### src/hw/rtl/rampc_pkg.sv
// Shared types, constants and helper functions of the motor ramp controller.
// Used by every module under hw/rtl except rampc_ram; depends on nothing else.
`timescale 1ns / 1ps
`default_nettype none

package rampc_pkg;

  // Sizing
  localparam int CHANNELS  = 5;
  localparam int TABLE_LEN = 100;
  localparam int CH_W      = (CHANNELS > 1) ? $clog2(CHANNELS) : 1;
  localparam int TAB_AW    = $clog2(TABLE_LEN);
  localparam int LB_W      = $clog2(2 * CHANNELS);
  localparam int LIMIT_W   = 10;
  localparam int SPD_W     = 10;
  localparam int TICK_W    = 10;
  localparam int RT_W      = 16;
  localparam int QDEPTH    = 2;
  localparam int PADDR_W   = 5;
  localparam int PDATA_W   = 32;

  // run_time / 100 as a multiply by 2^24/100 rounded up, exact for 16-bit inputs
  localparam int DIV100_MUL   = 167773;
  localparam int DIV100_SHIFT = 24;
  localparam int PROD_W       = RT_W + 18;

  // Register reset values
  localparam logic [SPD_W-1:0] SPEED_OFFSET_RST = SPD_W'(0);
  localparam logic [RT_W-1:0]  MIN_RUN_RST      = RT_W'(1000);
  localparam logic             BACK_DIR_RST     = 1'b1;
  localparam logic             LIMIT_LVL_RST    = 1'b0;
  localparam logic [SPD_W-1:0] MAX_SPEED_RST    = SPD_W'(1000);

  // Operation codes of the input word
  typedef enum logic [2:0] {
    OP_TICK    = 3'd0,
    OP_LIMIT   = 3'd1,
    OP_START   = 3'd2,
    OP_REVERSE = 3'd3,
    OP_STOP    = 3'd4,
    OP_TWRITE  = 3'd5,
    OP_QUERY   = 3'd6
  } op_e;

  typedef struct packed {
    logic [2:0]         opcode;
    logic [2:0]         motor;
    logic               direction;
    logic [RT_W-1:0]    run_time;
    logic [LIMIT_W-1:0] limit_bits;
    logic [6:0]         table_index;
    logic [SPD_W-1:0]   table_value;
  } in_t;

  typedef struct packed {
    logic [2:0]       channel;
    logic [SPD_W-1:0] speed_cmd;
    logic             dir_out;
    logic             running;
    logic             ramp_active;
    logic             accepted;
    logic             last;
  } out_t;

  typedef struct packed {
    logic [SPD_W-1:0] speed_offset;
    logic [RT_W-1:0]  min_run_time;
    logic             backward_dir;
    logic             limit_level;
    logic [SPD_W-1:0] max_speed;
  } cfg_t;

  // Classified command handed from the front end to the sequencer
  typedef struct packed {
    op_e                op;
    logic [CH_W-1:0]    ch;
    logic               dir;
    logic               start_ok;
    logic [TICK_W-1:0]  interval;
    logic [LIMIT_W-1:0] limits;
    logic               twr_en;
    logic [TAB_AW-1:0]  taddr;
    logic [SPD_W-1:0]   tval;
  } cmd_t;

  // Channel number modulo CHANNELS by repeated subtraction (3-bit input)
  function automatic logic [CH_W-1:0] mod_channels(input logic [2:0] m);
    logic [4:0] v;
    v = {2'b00, m};
    for (int k = 0; k < 8; k++) begin
      if (v >= 5'(CHANNELS)) v = v - 5'(CHANNELS);
    end
    return CH_W'(v);
  endfunction

  // Power-up contents of the speed profile
  function automatic logic [SPD_W-1:0] tab_reset(input logic [TAB_AW-1:0] a);
    int unsigned ai;
    logic [SPD_W-1:0] r;
    ai = 32'(a);
    case (ai)
      0:       r = SPD_W'(600);
      1:       r = SPD_W'(620);
      2:       r = SPD_W'(640);
      3:       r = SPD_W'(660);
      4:       r = SPD_W'(680);
      96:      r = SPD_W'(680);
      97:      r = SPD_W'(660);
      98:      r = SPD_W'(640);
      99:      r = SPD_W'(620);
      default: r = SPD_W'(700);
    endcase
    return r;
  endfunction

endpackage

`default_nettype wire

### src/hw/rtl/rampc_ram.sv
// Generic single-port-write, single-port-read RAM with registered read data.
// No dependencies.
`timescale 1ns / 1ps
`default_nettype none

module rampc_ram #(
  parameter int WIDTH = 10,
  parameter int DEPTH = 100
) (
  input  wire logic                     clk_i,
  input  wire logic                     we_i,
  input  wire logic [$clog2(DEPTH)-1:0] waddr_i,
  input  wire logic [WIDTH-1:0]         wdata_i,
  input  wire logic                     re_i,
  input  wire logic [$clog2(DEPTH)-1:0] raddr_i,
  output logic      [WIDTH-1:0]         rdata_o
);

  logic [WIDTH-1:0] mem [DEPTH];
  logic [WIDTH-1:0] rdata_q;

  // Write port and registered read port
  always_ff @(posedge clk_i) begin
    if (we_i) mem[waddr_i] <= wdata_i;
    if (re_i) rdata_q <= mem[raddr_i];
  end

  assign rdata_o = rdata_q;

endmodule

`default_nettype wire

### src/hw/rtl/rampc_regs.sv
// APB-style configuration registers of the motor ramp controller.
// Depends on rampc_pkg.
`timescale 1ns / 1ps
`default_nettype none

module rampc_regs
  import rampc_pkg::*;
(
  input  wire logic               clk_i,
  input  wire logic               rst_ni,
  input  wire logic               psel,
  input  wire logic               penable,
  input  wire logic               pwrite,
  input  wire logic [PADDR_W-1:0] paddr,
  input  wire logic [PDATA_W-1:0] pwdata,
  output logic      [PDATA_W-1:0] prdata,
  output logic                    pready,
  output cfg_t                    cfg_o
);

  typedef enum logic [2:0] {
    REG_SPEED_OFFSET = 3'd0,
    REG_MIN_RUN_TIME = 3'd1,
    REG_BACKWARD_DIR = 3'd2,
    REG_LIMIT_LEVEL  = 3'd3,
    REG_MAX_SPEED    = 3'd4
  } reg_e;

  cfg_t            cfg_q;
  logic            wr_en;
  logic [2:0]      reg_idx;

  assign pready  = 1'b1;
  assign wr_en   = psel && penable && pwrite;
  assign reg_idx = paddr[PADDR_W-1:2];

  // Register writes
  always_ff @(posedge clk_i or negedge rst_ni) begin
    if (!rst_ni) begin
      cfg_q.speed_offset <= SPEED_OFFSET_RST;
      cfg_q.min_run_time <= MIN_RUN_RST;
      cfg_q.backward_dir <= BACK_DIR_RST;
      cfg_q.limit_level  <= LIMIT_LVL_RST;
      cfg_q.max_speed    <= MAX_SPEED_RST;
    end else if (wr_en) begin
      case (reg_idx)
        REG_SPEED_OFFSET: cfg_q.speed_offset <= pwdata[SPD_W-1:0];
        REG_MIN_RUN_TIME: cfg_q.min_run_time <= pwdata[RT_W-1:0];
        REG_BACKWARD_DIR: cfg_q.backward_dir <= pwdata[0];
        REG_LIMIT_LEVEL:  cfg_q.limit_level  <= pwdata[0];
        REG_MAX_SPEED:    cfg_q.max_speed    <= pwdata[SPD_W-1:0];
        default: ;
      endcase
    end
  end

  // Read mux
  always_comb begin
    case (reg_idx)
      REG_SPEED_OFFSET: prdata = PDATA_W'(cfg_q.speed_offset);
      REG_MIN_RUN_TIME: prdata = PDATA_W'(cfg_q.min_run_time);
      REG_BACKWARD_DIR: prdata = PDATA_W'(cfg_q.backward_dir);
      REG_LIMIT_LEVEL:  prdata = PDATA_W'(cfg_q.limit_level);
      REG_MAX_SPEED:    prdata = PDATA_W'(cfg_q.max_speed);
      default:          prdata = '0;
    endcase
  end

  assign cfg_o = cfg_q;

endmodule

`default_nettype wire

### src/hw/rtl/rampc_front.sv
// Front end: accepts input words, decodes and classifies them into commands.
// Depends on rampc_pkg.
`timescale 1ns / 1ps
`default_nettype none

module rampc_front
  import rampc_pkg::*;
(
  input  wire logic clk_i,
  input  wire logic rst_ni,
  input  wire cfg_t cfg_i,
  input  wire logic in_valid_i,
  output logic      in_ready_o,
  input  wire in_t  in_word_i,
  output logic      push_valid_o,
  input  wire logic push_ready_i,
  output cmd_t      push_cmd_o
);

  logic              fe_valid_q;
  cmd_t              fe_cmd_q;
  cmd_t              fe_cmd_d;
  logic [PROD_W-1:0] prod;
  logic              in_fire;

  assign in_ready_o = !fe_valid_q || push_ready_i;
  assign in_fire    = in_valid_i && in_ready_o;

  // Step interval = run_time / 100 by reciprocal multiply
  assign prod = PROD_W'(in_word_i.run_time) * PROD_W'(DIV100_MUL);

  // Decode
  always_comb begin
    case (in_word_i.opcode)
      OP_TICK:    fe_cmd_d.op = OP_TICK;
      OP_LIMIT:   fe_cmd_d.op = OP_LIMIT;
      OP_START:   fe_cmd_d.op = OP_START;
      OP_REVERSE: fe_cmd_d.op = OP_REVERSE;
      OP_STOP:    fe_cmd_d.op = OP_STOP;
      OP_TWRITE:  fe_cmd_d.op = OP_TWRITE;
      default:    fe_cmd_d.op = OP_QUERY;
    endcase
    fe_cmd_d.ch       = mod_channels(in_word_i.motor);
    fe_cmd_d.dir      = in_word_i.direction;
    fe_cmd_d.start_ok = in_word_i.run_time >= cfg_i.min_run_time;
    fe_cmd_d.interval = prod[DIV100_SHIFT +: TICK_W];
    fe_cmd_d.limits   = in_word_i.limit_bits;
    fe_cmd_d.twr_en   = {1'b0, in_word_i.table_index} < 8'(TABLE_LEN);
    fe_cmd_d.taddr    = in_word_i.table_index[TAB_AW-1:0];
    fe_cmd_d.tval     = in_word_i.table_value;
  end

  // Front stage register
  always_ff @(posedge clk_i or negedge rst_ni) begin
    if (!rst_ni) begin
      fe_valid_q <= 1'b0;
    end else if (in_fire) begin
      fe_valid_q <= 1'b1;
    end else if (push_ready_i) begin
      fe_valid_q <= 1'b0;
    end
  end

  always_ff @(posedge clk_i) begin
    if (in_fire) fe_cmd_q <= fe_cmd_d;
  end

  assign push_valid_o = fe_valid_q;
  assign push_cmd_o   = fe_cmd_q;

endmodule

`default_nettype wire

### src/hw/rtl/rampc_queue.sv
// Short command queue between the front end and the sequencer.
// Depends on rampc_pkg.
`timescale 1ns / 1ps
`default_nettype none

module rampc_queue
  import rampc_pkg::*;
(
  input  wire logic clk_i,
  input  wire logic rst_ni,
  input  wire logic push_valid_i,
  output logic      push_ready_o,
  input  wire cmd_t push_cmd_i,
  output logic      pop_valid_o,
  input  wire logic pop_ready_i,
  output cmd_t      pop_cmd_o
);

  localparam int PTR_W = (QDEPTH > 1) ? $clog2(QDEPTH) : 1;
  localparam int CNT_W = $clog2(QDEPTH + 1);

  cmd_t             mem_q [QDEPTH];
  logic [PTR_W-1:0] wr_ptr_q, rd_ptr_q;
  logic [CNT_W-1:0] count_q;
  logic             push, pop;

  assign push_ready_o = count_q != CNT_W'(QDEPTH);
  assign pop_valid_o  = count_q != '0;
  assign push         = push_valid_i && push_ready_o;
  assign pop          = pop_valid_o && pop_ready_i;
  assign pop_cmd_o    = mem_q[rd_ptr_q];

  // Pointers and fill level
  always_ff @(posedge clk_i or negedge rst_ni) begin
    if (!rst_ni) begin
      wr_ptr_q <= '0;
      rd_ptr_q <= '0;
      count_q  <= '0;
    end else begin
      if (push) begin
        wr_ptr_q <= (wr_ptr_q == PTR_W'(QDEPTH - 1)) ? '0 : wr_ptr_q + PTR_W'(1);
      end
      if (pop) begin
        rd_ptr_q <= (rd_ptr_q == PTR_W'(QDEPTH - 1)) ? '0 : rd_ptr_q + PTR_W'(1);
      end
      if (push && !pop) begin
        count_q <= count_q + CNT_W'(1);
      end else if (pop && !push) begin
        count_q <= count_q - CNT_W'(1);
      end
    end
  end

  // Storage
  always_ff @(posedge clk_i) begin
    if (push) mem_q[wr_ptr_q] <= push_cmd_i;
  end

endmodule

`default_nettype wire

### src/hw/rtl/rampc_back.sv
// Sequencer: holds per-channel ramp state and the profile table, carries out
// commands channel by channel and drives the result register.
// Depends on rampc_pkg and rampc_ram.
`timescale 1ns / 1ps
`default_nettype none

module rampc_back
  import rampc_pkg::*;
(
  input  wire logic clk_i,
  input  wire logic rst_ni,
  input  wire cfg_t cfg_i,
  input  wire logic pop_valid_i,
  output logic      pop_ready_o,
  input  wire cmd_t pop_cmd_i,
  output logic      out_valid_o,
  input  wire logic out_ready_i,
  output out_t      out_word_o
);

  typedef enum logic [1:0] {
    ST_IDLE,
    ST_FETCH,
    ST_EXEC
  } state_e;

  state_e          state_q;
  cmd_t            cmd_q;
  logic [CH_W-1:0] ch_q;
  logic            out_valid_q;
  out_t            out_word_q;

  // Per-channel ramp state
  logic              ramp_on_q  [CHANNELS];
  logic              move_dir_q [CHANNELS];
  logic [TICK_W-1:0] tick_q     [CHANNELS];
  logic [TICK_W-1:0] intv_q     [CHANNELS];
  logic [TAB_AW-1:0] pos_q      [CHANNELS];
  logic              rev_q      [CHANNELS];
  logic              run_q      [CHANNELS];
  logic [SPD_W-1:0]  spd_q      [CHANNELS];

  // Profile entries written since reset
  logic              tvalid_q [TABLE_LEN];
  logic              tv_q;
  logic [TAB_AW-1:0] ra_q;

  logic              r_on, r_dir, r_rev, r_run;
  logic [TICK_W-1:0] r_tick, r_intv;
  logic [TAB_AW-1:0] r_pos;
  logic [SPD_W-1:0]  r_spd;

  logic              n_on, n_dir, n_rev, n_run;
  logic [TICK_W-1:0] n_tick, n_intv;
  logic [TAB_AW-1:0] n_pos;
  logic [SPD_W-1:0]  n_spd;
  logic              acc;

  logic [TAB_AW:0]   fwd_pos;
  logic [TAB_AW-1:0] back_pos;
  logic              fwd_end;
  logic [TAB_AW-1:0] rd_addr;
  logic [SPD_W-1:0]  ram_rdata;
  logic [SPD_W-1:0]  tab_val;
  logic [SPD_W:0]    tab_plus_off;
  logic [TICK_W:0]   tick_inc;
  logic [LB_W-1:0]   lbit;
  logic [LIMIT_W-1:0] lim_sh;
  logic              lim_hit;
  logic              cmd_req, cmd_dir;
  logic [SPD_W:0]    cmd_spd;
  logic              is_multi, is_last;
  logic              exec_fire;
  logic              tab_we;
  out_t              res;

  // Current channel view
  assign r_on   = ramp_on_q[ch_q];
  assign r_dir  = move_dir_q[ch_q];
  assign r_tick = tick_q[ch_q];
  assign r_intv = intv_q[ch_q];
  assign r_pos  = pos_q[ch_q];
  assign r_rev  = rev_q[ch_q];
  assign r_run  = run_q[ch_q];
  assign r_spd  = spd_q[ch_q];

  // Neighbor profile positions and the table address for this step
  assign fwd_pos  = {1'b0, r_pos} + (TAB_AW + 1)'(1);
  assign back_pos = (r_pos != '0) ? r_pos - TAB_AW'(1) : '0;
  assign fwd_end  = fwd_pos > (TAB_AW + 1)'(TABLE_LEN - 1);

  always_comb begin
    case (cmd_q.op)
      OP_TICK:    rd_addr = r_rev ? back_pos : (fwd_end ? '0 : fwd_pos[TAB_AW-1:0]);
      OP_REVERSE: rd_addr = r_pos;
      default:    rd_addr = '0;
    endcase
  end

  // Profile table
  assign tab_we = exec_fire && (cmd_q.op == OP_TWRITE) && cmd_q.twr_en;

  rampc_ram #(
    .WIDTH (SPD_W),
    .DEPTH (TABLE_LEN)
  ) u_table (
    .clk_i   (clk_i),
    .we_i    (tab_we),
    .waddr_i (cmd_q.taddr),
    .wdata_i (cmd_q.tval),
    .re_i    (state_q == ST_FETCH),
    .raddr_i (rd_addr),
    .rdata_o (ram_rdata)
  );

  always_ff @(posedge clk_i or negedge rst_ni) begin
    if (!rst_ni) begin
      for (int k = 0; k < TABLE_LEN; k++) tvalid_q[k] <= 1'b0;
    end else if (tab_we) begin
      tvalid_q[cmd_q.taddr] <= 1'b1;
    end
  end

  always_ff @(posedge clk_i) begin
    if (state_q == ST_FETCH) begin
      tv_q <= tvalid_q[rd_addr];
      ra_q <= rd_addr;
    end
  end

  assign tab_val      = tv_q ? ram_rdata : tab_reset(ra_q);
  assign tab_plus_off = {1'b0, tab_val} + {1'b0, cfg_i.speed_offset};
  assign tick_inc     = {1'b0, r_tick} + (TICK_W + 1)'(1);

  // Limit switch bit for this channel in its direction of travel
  assign lbit    = (r_dir == cfg_i.backward_dir) ? LB_W'(ch_q)
                                                 : LB_W'(32'(CHANNELS) + 32'(ch_q));
  assign lim_sh  = cmd_q.limits >> lbit;
  assign lim_hit = (32'(lbit) < 32'(LIMIT_W)) && (lim_sh[0] == cfg_i.limit_level);

  // Next state of the current channel
  always_comb begin
    n_on    = r_on;
    n_dir   = r_dir;
    n_tick  = r_tick;
    n_intv  = r_intv;
    n_pos   = r_pos;
    n_rev   = r_rev;
    n_run   = r_run;
    n_spd   = r_spd;
    acc     = 1'b0;
    cmd_req = 1'b0;
    cmd_dir = r_dir;
    cmd_spd = {1'b0, tab_val};

    case (cmd_q.op)
      OP_TICK: begin
        if (r_on) begin
          if (tick_inc > {1'b0, r_intv}) begin
            n_tick = '0;
            if ((!r_rev && fwd_end) || (r_rev && back_pos == '0)) begin
              // ramp runs off the table: stop stepping, keep speed
              n_on   = 1'b0;
              n_pos  = '0;
              n_intv = '0;
              n_rev  = 1'b1;
            end else begin
              n_pos   = r_rev ? back_pos : fwd_pos[TAB_AW-1:0];
              cmd_req = 1'b1;
              cmd_spd = tab_plus_off;
            end
          end else begin
            n_tick = tick_inc[TICK_W-1:0];
          end
        end
      end
      OP_LIMIT: begin
        if (r_run && lim_hit) begin
          n_spd  = '0;
          n_run  = 1'b0;
          n_on   = 1'b0;
          n_tick = '0;
          n_pos  = '0;
          n_intv = '0;
          n_rev  = 1'b1;
        end
      end
      OP_START: begin
        if (cmd_q.start_ok) begin
          n_on    = 1'b1;
          n_tick  = '0;
          n_pos   = '0;
          n_intv  = cmd_q.interval;
          n_dir   = cmd_q.dir;
          n_rev   = !r_rev;
          n_run   = 1'b1;
          cmd_req = 1'b1;
          cmd_dir = cmd_q.dir;
          acc     = 1'b1;
        end
      end
      OP_REVERSE: begin
        if (r_on && r_run && r_pos != '0) begin
          n_rev   = !r_rev;
          n_dir   = !r_dir;
          cmd_req = 1'b1;
          cmd_dir = !r_dir;
          acc     = 1'b1;
        end
      end
      OP_STOP: begin
        n_spd  = '0;
        n_run  = 1'b0;
        n_on   = 1'b0;
        n_tick = '0;
        n_pos  = '0;
        n_intv = '0;
        n_rev  = 1'b1;
      end
      default: ;
    endcase

    // Speed command, dropped entirely above max_speed
    if (cmd_req && cmd_spd <= {1'b0, cfg_i.max_speed}) begin
      n_dir = cmd_dir;
      n_spd = cmd_spd[SPD_W-1:0];
      if (cmd_spd != '0) n_run = 1'b1;
    end
  end

  assign is_multi  = (cmd_q.op == OP_TICK) || (cmd_q.op == OP_LIMIT);
  assign is_last   = !is_multi || (ch_q == CH_W'(CHANNELS - 1));
  assign exec_fire = (state_q == ST_EXEC) && (!out_valid_q || out_ready_i);

  always_comb begin
    res.channel     = 3'(ch_q);
    res.speed_cmd   = n_spd;
    res.dir_out     = n_dir;
    res.running     = n_run;
    res.ramp_active = n_on;
    res.accepted    = acc;
    res.last        = is_last;
  end

  // Channel state update
  always_ff @(posedge clk_i or negedge rst_ni) begin
    if (!rst_ni) begin
      for (int k = 0; k < CHANNELS; k++) begin
        ramp_on_q[k]  <= 1'b0;
        move_dir_q[k] <= 1'b0;
        tick_q[k]     <= '0;
        intv_q[k]     <= '0;
        pos_q[k]      <= '0;
        rev_q[k]      <= 1'b1;
        run_q[k]      <= 1'b0;
        spd_q[k]      <= '0;
      end
    end else if (exec_fire) begin
      ramp_on_q[ch_q]  <= n_on;
      move_dir_q[ch_q] <= n_dir;
      tick_q[ch_q]     <= n_tick;
      intv_q[ch_q]     <= n_intv;
      pos_q[ch_q]      <= n_pos;
      rev_q[ch_q]      <= n_rev;
      run_q[ch_q]      <= n_run;
      spd_q[ch_q]      <= n_spd;
    end
  end

  // Sequencer and result register
  always_ff @(posedge clk_i or negedge rst_ni) begin
    if (!rst_ni) begin
      state_q     <= ST_IDLE;
      cmd_q       <= '0;
      ch_q        <= '0;
      out_valid_q <= 1'b0;
      out_word_q  <= '0;
    end else begin
      if (out_valid_q && out_ready_i) out_valid_q <= 1'b0;
      case (state_q)
        ST_IDLE: begin
          if (pop_valid_i) begin
            cmd_q   <= pop_cmd_i;
            ch_q    <= (pop_cmd_i.op == OP_TICK || pop_cmd_i.op == OP_LIMIT) ? '0
                                                                             : pop_cmd_i.ch;
            state_q <= ST_FETCH;
          end
        end
        ST_FETCH: begin
          state_q <= ST_EXEC;
        end
        ST_EXEC: begin
          if (exec_fire) begin
            out_valid_q <= 1'b1;
            out_word_q  <= res;
            if (is_last) begin
              state_q <= ST_IDLE;
            end else begin
              ch_q    <= ch_q + CH_W'(1);
              state_q <= ST_FETCH;
            end
          end
        end
        default: state_q <= ST_IDLE;
      endcase
    end
  end

  assign pop_ready_o = state_q == ST_IDLE;
  assign out_valid_o = out_valid_q;
  assign out_word_o  = out_word_q;

endmodule

`default_nettype wire

### src/hw/rtl/multi_motor_ramp_profile_controller.sv
// Five-channel table-driven motor speed ramp controller.
// Input word: an operation (tick, limit sample, start, reverse, stop, profile
// write, status query) on the in_* valid/ready channel. Results leave on the
// out_* valid/ready channel: tick and limit sample give one word per channel
// in channel order, every other operation one word for the addressed channel;
// the final word of an operation has last set.
// The first result of an input word is registered once the word has passed the
// front stage register, the queue, the sequencer pick-up, fetch and execute.
// For each channel the sequencer reads the profile table (fetch), then updates
// the channel (execute); a tick or limit sample walks all five channels, other
// operations only one, and the next command is picked up only after the last.
// A two-entry command queue sits between decode and the sequencer, so input
// words keep being taken while results wait. When the receiver stalls, the
// result register holds and the sequencer waits; the queue and front stage
// fill and then in_ready_o drops.
// Reset: all channels stopped with ramps cleared, registers at their defaults
// and the profile table at its power-up contents; no clearing pass is needed.
// Configuration goes through the APB port (pready always high).
// Depends on rampc_pkg, rampc_regs, rampc_front, rampc_queue, rampc_back.
`timescale 1ns / 1ps
`default_nettype none

module multi_motor_ramp_profile_controller
  import rampc_pkg::*;
(
  input  wire logic               clk_i,
  input  wire logic               rst_ni,
  input  wire logic               in_valid_i,
  output logic                    in_ready_o,
  input  wire in_t                in_word_i,
  output logic                    out_valid_o,
  input  wire logic               out_ready_i,
  output out_t                    out_word_o,
  input  wire logic               psel,
  input  wire logic               penable,
  input  wire logic               pwrite,
  input  wire logic [PADDR_W-1:0] paddr,
  input  wire logic [PDATA_W-1:0] pwdata,
  output logic      [PDATA_W-1:0] prdata,
  output logic                    pready
);

  cfg_t cfg;
  logic fe_push_valid, q_push_ready;
  cmd_t fe_cmd;
  logic q_pop_valid, q_pop_ready;
  cmd_t q_cmd;

  rampc_regs u_regs (
    .clk_i   (clk_i),
    .rst_ni  (rst_ni),
    .psel    (psel),
    .penable (penable),
    .pwrite  (pwrite),
    .paddr   (paddr),
    .pwdata  (pwdata),
    .prdata  (prdata),
    .pready  (pready),
    .cfg_o   (cfg)
  );

  rampc_front u_front (
    .clk_i        (clk_i),
    .rst_ni       (rst_ni),
    .cfg_i        (cfg),
    .in_valid_i   (in_valid_i),
    .in_ready_o   (in_ready_o),
    .in_word_i    (in_word_i),
    .push_valid_o (fe_push_valid),
    .push_ready_i (q_push_ready),
    .push_cmd_o   (fe_cmd)
  );

  rampc_queue u_queue (
    .clk_i        (clk_i),
    .rst_ni       (rst_ni),
    .push_valid_i (fe_push_valid),
    .push_ready_o (q_push_ready),
    .push_cmd_i   (fe_cmd),
    .pop_valid_o  (q_pop_valid),
    .pop_ready_i  (q_pop_ready),
    .pop_cmd_o    (q_cmd)
  );

  rampc_back u_back (
    .clk_i       (clk_i),
    .rst_ni      (rst_ni),
    .cfg_i       (cfg),
    .pop_valid_i (q_pop_valid),
    .pop_ready_o (q_pop_ready),
    .pop_cmd_i   (q_cmd),
    .out_valid_o (out_valid_o),
    .out_ready_i (out_ready_i),
    .out_word_o  (out_word_o)
  );

  // Input stalls only because the queue is full behind a loaded front stage
  a_in_stall_cause: assert property (@(posedge clk_i) disable iff (!rst_ni)
    !in_ready_o |-> (fe_push_valid && !q_push_ready))
    else $error("input stalled without downstream backpressure");

  // The sequencer takes one command and is not ready for another in the cycle after
  a_single_pop: assert property (@(posedge clk_i) disable iff (!rst_ni)
    (q_pop_valid && q_pop_ready) |=> !q_pop_ready)
    else $error("sequencer popped two commands back to back");

  // Only the channel walk produces words without last, and never past the end
  a_walk_range: assert property (@(posedge clk_i) disable iff (!rst_ni)
    (out_valid_o && !out_word_o.last) |-> (32'(out_word_o.channel) < CHANNELS - 1))
    else $error("non-final result word from an out-of-range channel");

endmodule

`default_nettype wire
### config.mk
export PLATFORM = sky130hd
export DESIGN_NAME = multi_motor_ramp_profile_controller
export DESIGN_NICKNAME = d
export VERILOG_FILES = /design/src/hw/rtl/rampc_pkg.sv /design/src/hw/rtl/rampc_ram.sv /design/src/hw/rtl/rampc_regs.sv /design/src/hw/rtl/rampc_front.sv /design/src/hw/rtl/rampc_queue.sv /design/src/hw/rtl/rampc_back.sv /design/src/hw/rtl/multi_motor_ramp_profile_controller.sv
export SDC_FILE = /design/constraint.sdc
export NUM_CORES = 2
export LEC_CHECK = 0
export BUFFER_PORTS_ARGS = -buffer_cell sky130_fd_sc_hd__clkbuf_2
export CORE_MARGIN = 5
export CORE_UTILIZATION = 57
export CTS_BUF_LIST = sky130_fd_sc_hd__clkbuf_16
export CTS_CLUSTER_SIZE = 8
export DETAILED_ROUTE_END_ITERATION = 6
export PLACE_DENSITY_LB_ADDON = 0.3
export SLEW_MARGIN = 5
export SYNTH_ARGS = -nofsm -noshare
export SYNTH_HDL_FRONTEND = slang
export SYNTH_SLANG_ARGS = --single-unit
### constraint.sdc
create_clock -name clk_i -period 6.95 [get_ports clk_i]
set_input_delay 0.3475 -clock clk_i [delete_from_list [all_inputs] [get_ports clk_i]]
set_output_delay 0.3475 -clock clk_i [all_outputs]
set_load 0.02 [all_outputs]
* Yosys cells after proc, flatten, opt, wreduce, memory -nomap -nowiden
Memories as Yosys holds them, arrays and structs flattened. A register that Yosys moved wholly into a read port is not among the register bits.
Cells that the tools add are included.
** Operators by class
- Multiply operators :: 1
- Shift-type cells :: 1
- $add $sub $neg :: 18
- Equality and inequality tests :: 32
- $lt $le $gt $ge :: 19
- Multiplexer cells :: 134
- Bitwise gates (word level) :: 4
- Reduce and logical (&&, ||, !) cells :: 59
** Operator list (count)
- 10-bit 2-to-1 mux :: 19
- 50-bit bitwise mux :: 3
- 100-bit bitwise OR :: 1
- 10-bit binary-select mux with 3-bit select :: 3
- 7-bit 2-to-1 mux :: 12
- 10-bit case mux with 4 select lines :: 2
- 16-bit case mux with 5 select lines :: 1
- 1-bit 2-to-1 mux :: 45
- 11-bit 2-to-1 mux :: 4
- 8-bit case mux with 5 select lines :: 1
- 35-bit bitwise mux :: 1
- 5-bit by 3-bit greater-or-equal comparator with 1-bit output (second input constant) :: 7
- 5-bit 2-to-1 mux :: 7
- 16-bit by 18-bit multiplier with 34-bit output (second input constant) :: 1
- 10-bit demux with 3-bit select :: 1
- 5-bit by 3-bit subtractor with 5-bit output (second input constant) :: 6
- 7-bit equality test (second input constant) :: 4
- 7-bit case mux with 4 select lines :: 1
- 7-bit binary-select mux with 3-bit select :: 1
- 7-bit demux with 3-bit select :: 1
- 5-bit bitwise mux :: 4
- 1-bit logical AND :: 20
- 10-bit case mux with 2 select lines :: 1
- 3-bit by 2-bit equality test with 1-bit output (second input constant) :: 6
- 61 further kinds :: 116
** Word-level totals
- Word-level logic and storage cells :: 448
- Output and inout bits :: 53
- Bits in registers :: 469
- Memory bits (writable) :: 1092
- Bits of input ports :: 94
- Memories kept :: 2
** Memory list
- u_back.u_table.mem :: depth 100, width 10, rd ports 1, clocked after memory_dff 1, write ports 1, RTL line rampc_ram.sv:19 : logic [WIDTH-1:0] mem [DEPTH];
- u_queue.mem_q :: depth 2, width 46, rd ports 1, clocked after memory_dff 0, write ports 1, RTL line rampc_queue.sv:22 : cmd_t mem_q [QDEPTH];

* Depth between registers and ports, before layout
- Word-level depth :: 17
- Depth in mapped cells :: 41
- Mapped depth without buffers :: 36

* Modules after synthesis
A second synthesis with hierarchy kept.
** Unflattened totals
- Cells, all modules :: 4661
- Area total of the unflattened synthesis :: 71319.7 um^2
** Modules (own cells, without submodules)
- rampc_ram :: times used 1, seq. area each 30329.1 um^2, cells each 1728, area each 38934.8 um^2
- rampc_back :: times used 1, seq. area each 9555.4 um^2, cells each 1936, area each 19379.8 um^2
- rampc_front :: times used 1, seq. area each 1406.3 um^2, cells each 674, area each 7375.8 um^2
- rampc_queue :: times used 1, seq. area each 2862.7 um^2, cells each 161, area each 3637.2 um^2
- rampc_regs :: times used 1, seq. area each 967.2 um^2, cells each 162, area each 1991.9 um^2

* Worst setup path before layout
No wires, ideal clock.
- Kind :: reg2reg
- Start point :: reg u_back.ch_q[0]
- End point :: reg u_back.out_word_q (netlist bit u_back.out_word_o[10])
- Path slack :: -0.081 ns
- Arrival time :: 6.906 ns
- Buffers on the path :: 7
- Cell stages (with the launch flop) :: 39
- Required time :: 6.825 ns
- Clock period less this slack :: 7.031 ns
- Setup time :: 0.125 ns
- Cell sequence :: dfrtp_1 buf_2 buf_1 clkbuf_1 buf_1 clkbuf_1 clkbuf_1 o22ai_1 inv_1 ha_1 nor2b_1 o21a_1 o21a_1 o2111ai_1 a21oi_1 a211oi_1 a41oi_1 a31o_2 [3 not listed] nand2_1 a21boi_0 inv_1 ha_1 nor2b_1 o21a_1 o21a_1 o21ai_0 nand2b_1 a21oi_1 nor2b_1 o21ai_0 nand2b_1 a211oi_1 o21ai_1 o21ai_2 o22ai_1 mux2_2
** Between the ends
- Cells in the longest elaborated chain, start to end :: 16
- Elaborated cells between the ends (all ways) :: 61
- Those cells by class :: 4 x add/sub; 4 x order compare; 2 x eq/ne; 1 x shift; 38 x mux; 1 x bitwise; 11 x reduce/logical
** Ends and longest elaborated chain
- start: declaration :: RTL line rampc_back.sv:29 : logic [CH_W-1:0] ch_q;
- start signal: assignment :: RTL line rampc_back.sv:284 : ch_q <= (pop_cmd_i.op == OP_TICK || pop_cmd_i.op == OP_LIMIT) ? '0
- start signal: assignment :: RTL line rampc_back.sv:299 : ch_q <= ch_q + CH_W'(1);
- branches (longest 15 deep; another with 7-bit by 1-bit adder with 8-bit output)
- 10-bit 2-to-1 mux (*) :: RTL line rampc_back.sv:224 : if (cmd_req && cmd_spd <= {1'b0, cfg_i.max_speed}) begin
- end signal: assignment :: RTL line rampc_back.sv:295 : out_word_q <= res;
- end: declaration :: RTL line rampc_back.sv:31 : out_t out_word_q;
Every way passes the cells marked *. The select of a mux whose other input is x is not followed.
A chain may end at the register's enable or synchronous reset.

* Worst setup path in the final report
- Start point :: reg u_back.ch_q[1]
- End point :: reg u_back.out_word_q (netlist bit u_back.out_word_o[7])
The elaborated chain is that of the path after synthesis.

==> metrics.md <==
| Metric | Value |
|---|---|
| Status | complete, no violations |
| Seq/Total Area, Yosys | 0.638 |
| Synth top area cells | edfxtp_1, dfrtp_1, nand2_1 |
| PortBufs | around 110 |
| Commonest cells in the netlist | edfxtp_1, nand2_1, dfrtp_1, nand3_1, nor2_1 |
| Hold path depth | 3 |
| Fraction of synthesized cell area in xor and xnor cells | 0.00446 |
| Worst R2R Start | u_back.ch_q[1] |
| Wirelength per Cell | 23.9 um |
| Die W | 362 um |
| Leakage Power | 32.0 nW |
| Vias post-DR | between 40,000 and 50,000 |
| Main flop type after synthesis | edfxtp_1 |
| Fmax | 0.157 GHz |
| Final nets | 6,169 |
| Most frequent cell after synthesis | edfxtp_1 |
| Vias in the first global route | 46,300 |
| Main combinational cell family by area after synthesis | simple AND/OR/NAND/NOR gates |
| Worst path max stage delay | 0.49 ns |
| Synth Area in Adders | 0.0637 |
| Worst-margin pin slew | 1.32 ns |
| Max cap viols | 0 |
| Syn Inst Count | between 5,000 and 6,000 |
| Slew Limit Headroom | 0.118 |
| Worst-path clk slew | about 0.050 ns |
| DRC | 0 |
| CP most frequent cell | ha_1 |
| Overflow after GRT | 0 |
| Yosys reg bits | 1,571 |
| Post-synth EDFFs | 1,156 |
| Initial core utilization | 0.573 |
| Global placement routability congestion | 0.941 |
| R2R Path End | u_back.out_word_o[7] |
| Yosys warnings | 0 |
| Skew final | 0.0691 ns |
| Multiplexer share of the synthesized area | 0.0661 |
| WHS Endpoint | u_regs.cfg_o[10] |
| Clock H-tree levels | 4 |
| Critical path data arrival time | 7.07 ns |
| Placed inst area | 0.0733 mm^2 |
| Slew Viols, Final | 0 |
| Final wirelength | around 180 mm |
| Initial antenna violation count | 4 |
| Pwr dens | 454 mW/mm^2 |
| Synthesized area | 0.0708 mm^2 |
| First-pass GRT wire length | 278 mm |
| Slowest library cell on the worst path | dfrtp_2 |
| R2r worst-path depth | 34 |
| Synth top area share | 0.490 |
| Clk sink count | roughly 1,600 |
| IO Pins | 147 |
| CP max FO | 10 |
| Remaining antenna violation count | 0 |
| Pin count of the biggest net entering global routing | 166 |
| Area Growth Syn to Fin | 13.7% |
| CP Class | flip-flop to flip-flop |
| Critical Path RT | between 7 and 8 ns |
| Mean area per synthesized cell | 12.7 um^2 |
| RSZ-0062 raised after global routing | no |
| Fin. Hold Viols | 0 |
| Biggest area consumer among synthesized cells | edfxtp_1 |
| Via density | 6.08 |
| Drt first pass iters | 7 |
| Setup TNS | 0 ns |
| Worst vdd ir | 0.000325 V |
| Hold slack | 0.0807 ns |
| CTS root buf | clkbuf_16 |
| Final period util | 0.918 |
| GRT Util Overall | 0.274 |
| Synth unique cells | 87 |
| Die extent in y | around 360 um |
| CTS buffer count | 216 |
| Finished Cell Area | 0.0805 mm^2 |
| Clock tree buffer depth | 3 |
| Worst setup SP type | flip-flop |
| Post-synthesis simple-gate area fraction | 0.123 |
| Post-synthesis compound-gate area fraction | 0.0725 |
| CP Capture Type | flip-flop |
| HP Start | paddr[3] |
| Starting DRT DRC Count | about 5,000 |
| Clock latency on the worst-skew pair | 0.84 ns |
| Post-DP HPWL | 111 mm |
| CTS tree | done |
| HP Class | input port to flip-flop |
| Core Area | ~0.12 mm^2 |
| Flop2flop setup slack | 0.57 ns |
| Layout cells sized above 1 | 0.144 |
| Ys async rst share | 0.264 |
| Die ar. | between 0.1 and 0.15 mm^2 |
| Final min period | about 6.4 ns |
| Num rows | about 130 |
| Final setup vio count | 0 |
[layout by cell type (no fill, tap or decap), drive strengths merged, types with 28 or more instances in the layout]
| master | netlist | layout |
|---|---|---|
| dlygate4sd3 | 0 | 50 |
| or2 | 104 | 104 |
| buf | 145 | 132 |
| clkbuf | 165 | 327 |
| o21ai | 166 | 166 |
| a31oi | 71 | 71 |
| dfrtp | 397 | 397 |
| nand3 | 390 | 390 |
| mux2 | 82 | 82 |
| a22oi | 59 | 59 |
| a21oi | 273 | 273 |
| fa | 102 | 102 |
| ha | 197 | 197 |
| inv | 244 | 409 |
| nand2 | 854 | 854 |
| o22ai | 43 | 43 |
| nand4 | 28 | 28 |
| mux2i | 123 | 123 |
| mux4 | 112 | 112 |
| nor2 | 388 | 388 |
| nor3 | 34 | 34 |
| and3 | 67 | 67 |
| edfxtp | 1156 | 1156 |
[worst max path at each step]
stage	slack (ns)	end	startpoint
floorplan	0.08	u_back.out_word_o[10]	u_back.ch_q[1]
global placement	0.08	u_back.out_word_o[10]	u_back.ch_q[0]
detailed placement	0.16	u_back.spd_q[35]	u_back.ch_q[0]
CTS	0.20	u_back.spd_q[5]	u_back.ch_q[0]
global route	0.03	u_back.spd_q[49]	u_back.ch_q[1]
finish	0.57	u_back.out_word_o[7]	u_back.ch_q[1]
[registers in the layout (all words and copies together), names as in the netlist, 35 cells and up]
register            count
u_back.cmd_q           43
u_back.intv_q          50
u_back.pos_q           35
u_back.spd_q           50
u_back.tick_q          50
u_back.tvalid_q       100
u_back.u_table.mem   1000
u_front.push_cmd_o     46
u_queue.mem_q          92
u_regs.cfg_o           38
[report_power, final]
| group | leakage (nW) | internal (W) | switching, W | total (W) |
|---|---|---|---|---|
| Combinational | 12.6 | 0.00468 | 0.00867 | 0.0133 |
| Clock | 3.73 | 0.00566 | 0.00405 | 0.00972 |
| Sequential | 15.7 | 0.0123 | 0.00119 | 0.0134 |
[critical path, delay by kind of cell, from the launching register on]
family                   cells  cell delay, ns
AO/OA/AOI/OAI               16            2.98
multiplexers                 1            0.31
flip-flops                   1            0.49
AND/OR/NAND/NOR             11            1.30
XOR/XNOR                     1            0.19
adder cells (fa/ha/maj)      3            0.83
buffers and inverters        2            0.17
[cells by family (layout without fill, tap and decap cells)]
group | Yosys count | after routing
AO/OA/AOI/OAI | 818 | 818
XOR/XNOR | 36 | 36
adder cells (fa/ha/maj) | 299 | 299
buffers and inverters | 555 | 938
flip-flops | 1571 | 1571
multiplexers | 317 | 317
other | 2 | 19
AND/OR/NAND/NOR | 1963 | 1963
[cell type report]
cell class | instances | area, um^2
clock inverters | 184 | 1070
fillers | 8819 | 43000
inverters | 245 | 937
multi-input cells | 3450 | 23500
flip-flops and latches | 1571 | 45200
clock buffers | 217 | 5430
well taps | 1637 | 2050
diodes | 2 | 5.00
repair buffers | 292 | 2250
[metrics by stage]
step | util | setup WS [ns] | power [W] | instances
after floorplan | - | 0.0810 | 0.0219 | 5576
after global placement | 0.594 | 0.0793 | 0.0262 | 7136
after detailed placement | 0.594 | 0.160 | 0.0266 | 7136
after CTS | 0.650 | 0.201 | 0.0364 | 7587
after global routing | 0.652 | 0.0278 | 0.0384 | 7596
final | 0.652 | 0.567 | 0.0365 | 7598
[metal layers]
layer	vias up	share of wire	track usage
li1	20600	-	-
met1	23000	0.39	0.368
met2	2144	0.49	0.447
met3	440	0.080	0.0492
met4	6	0.043	0.115
met5	-	0.00025	0
[timing repair]
action	4_1_cts	5_1_grt
gates resized for setup	0	16
hold endpoints to repair	150	0
buffers inserted	0	9
hold buffers	50	0
setup endpoints to repair	0	66
(Power assumes the default switching activity.)
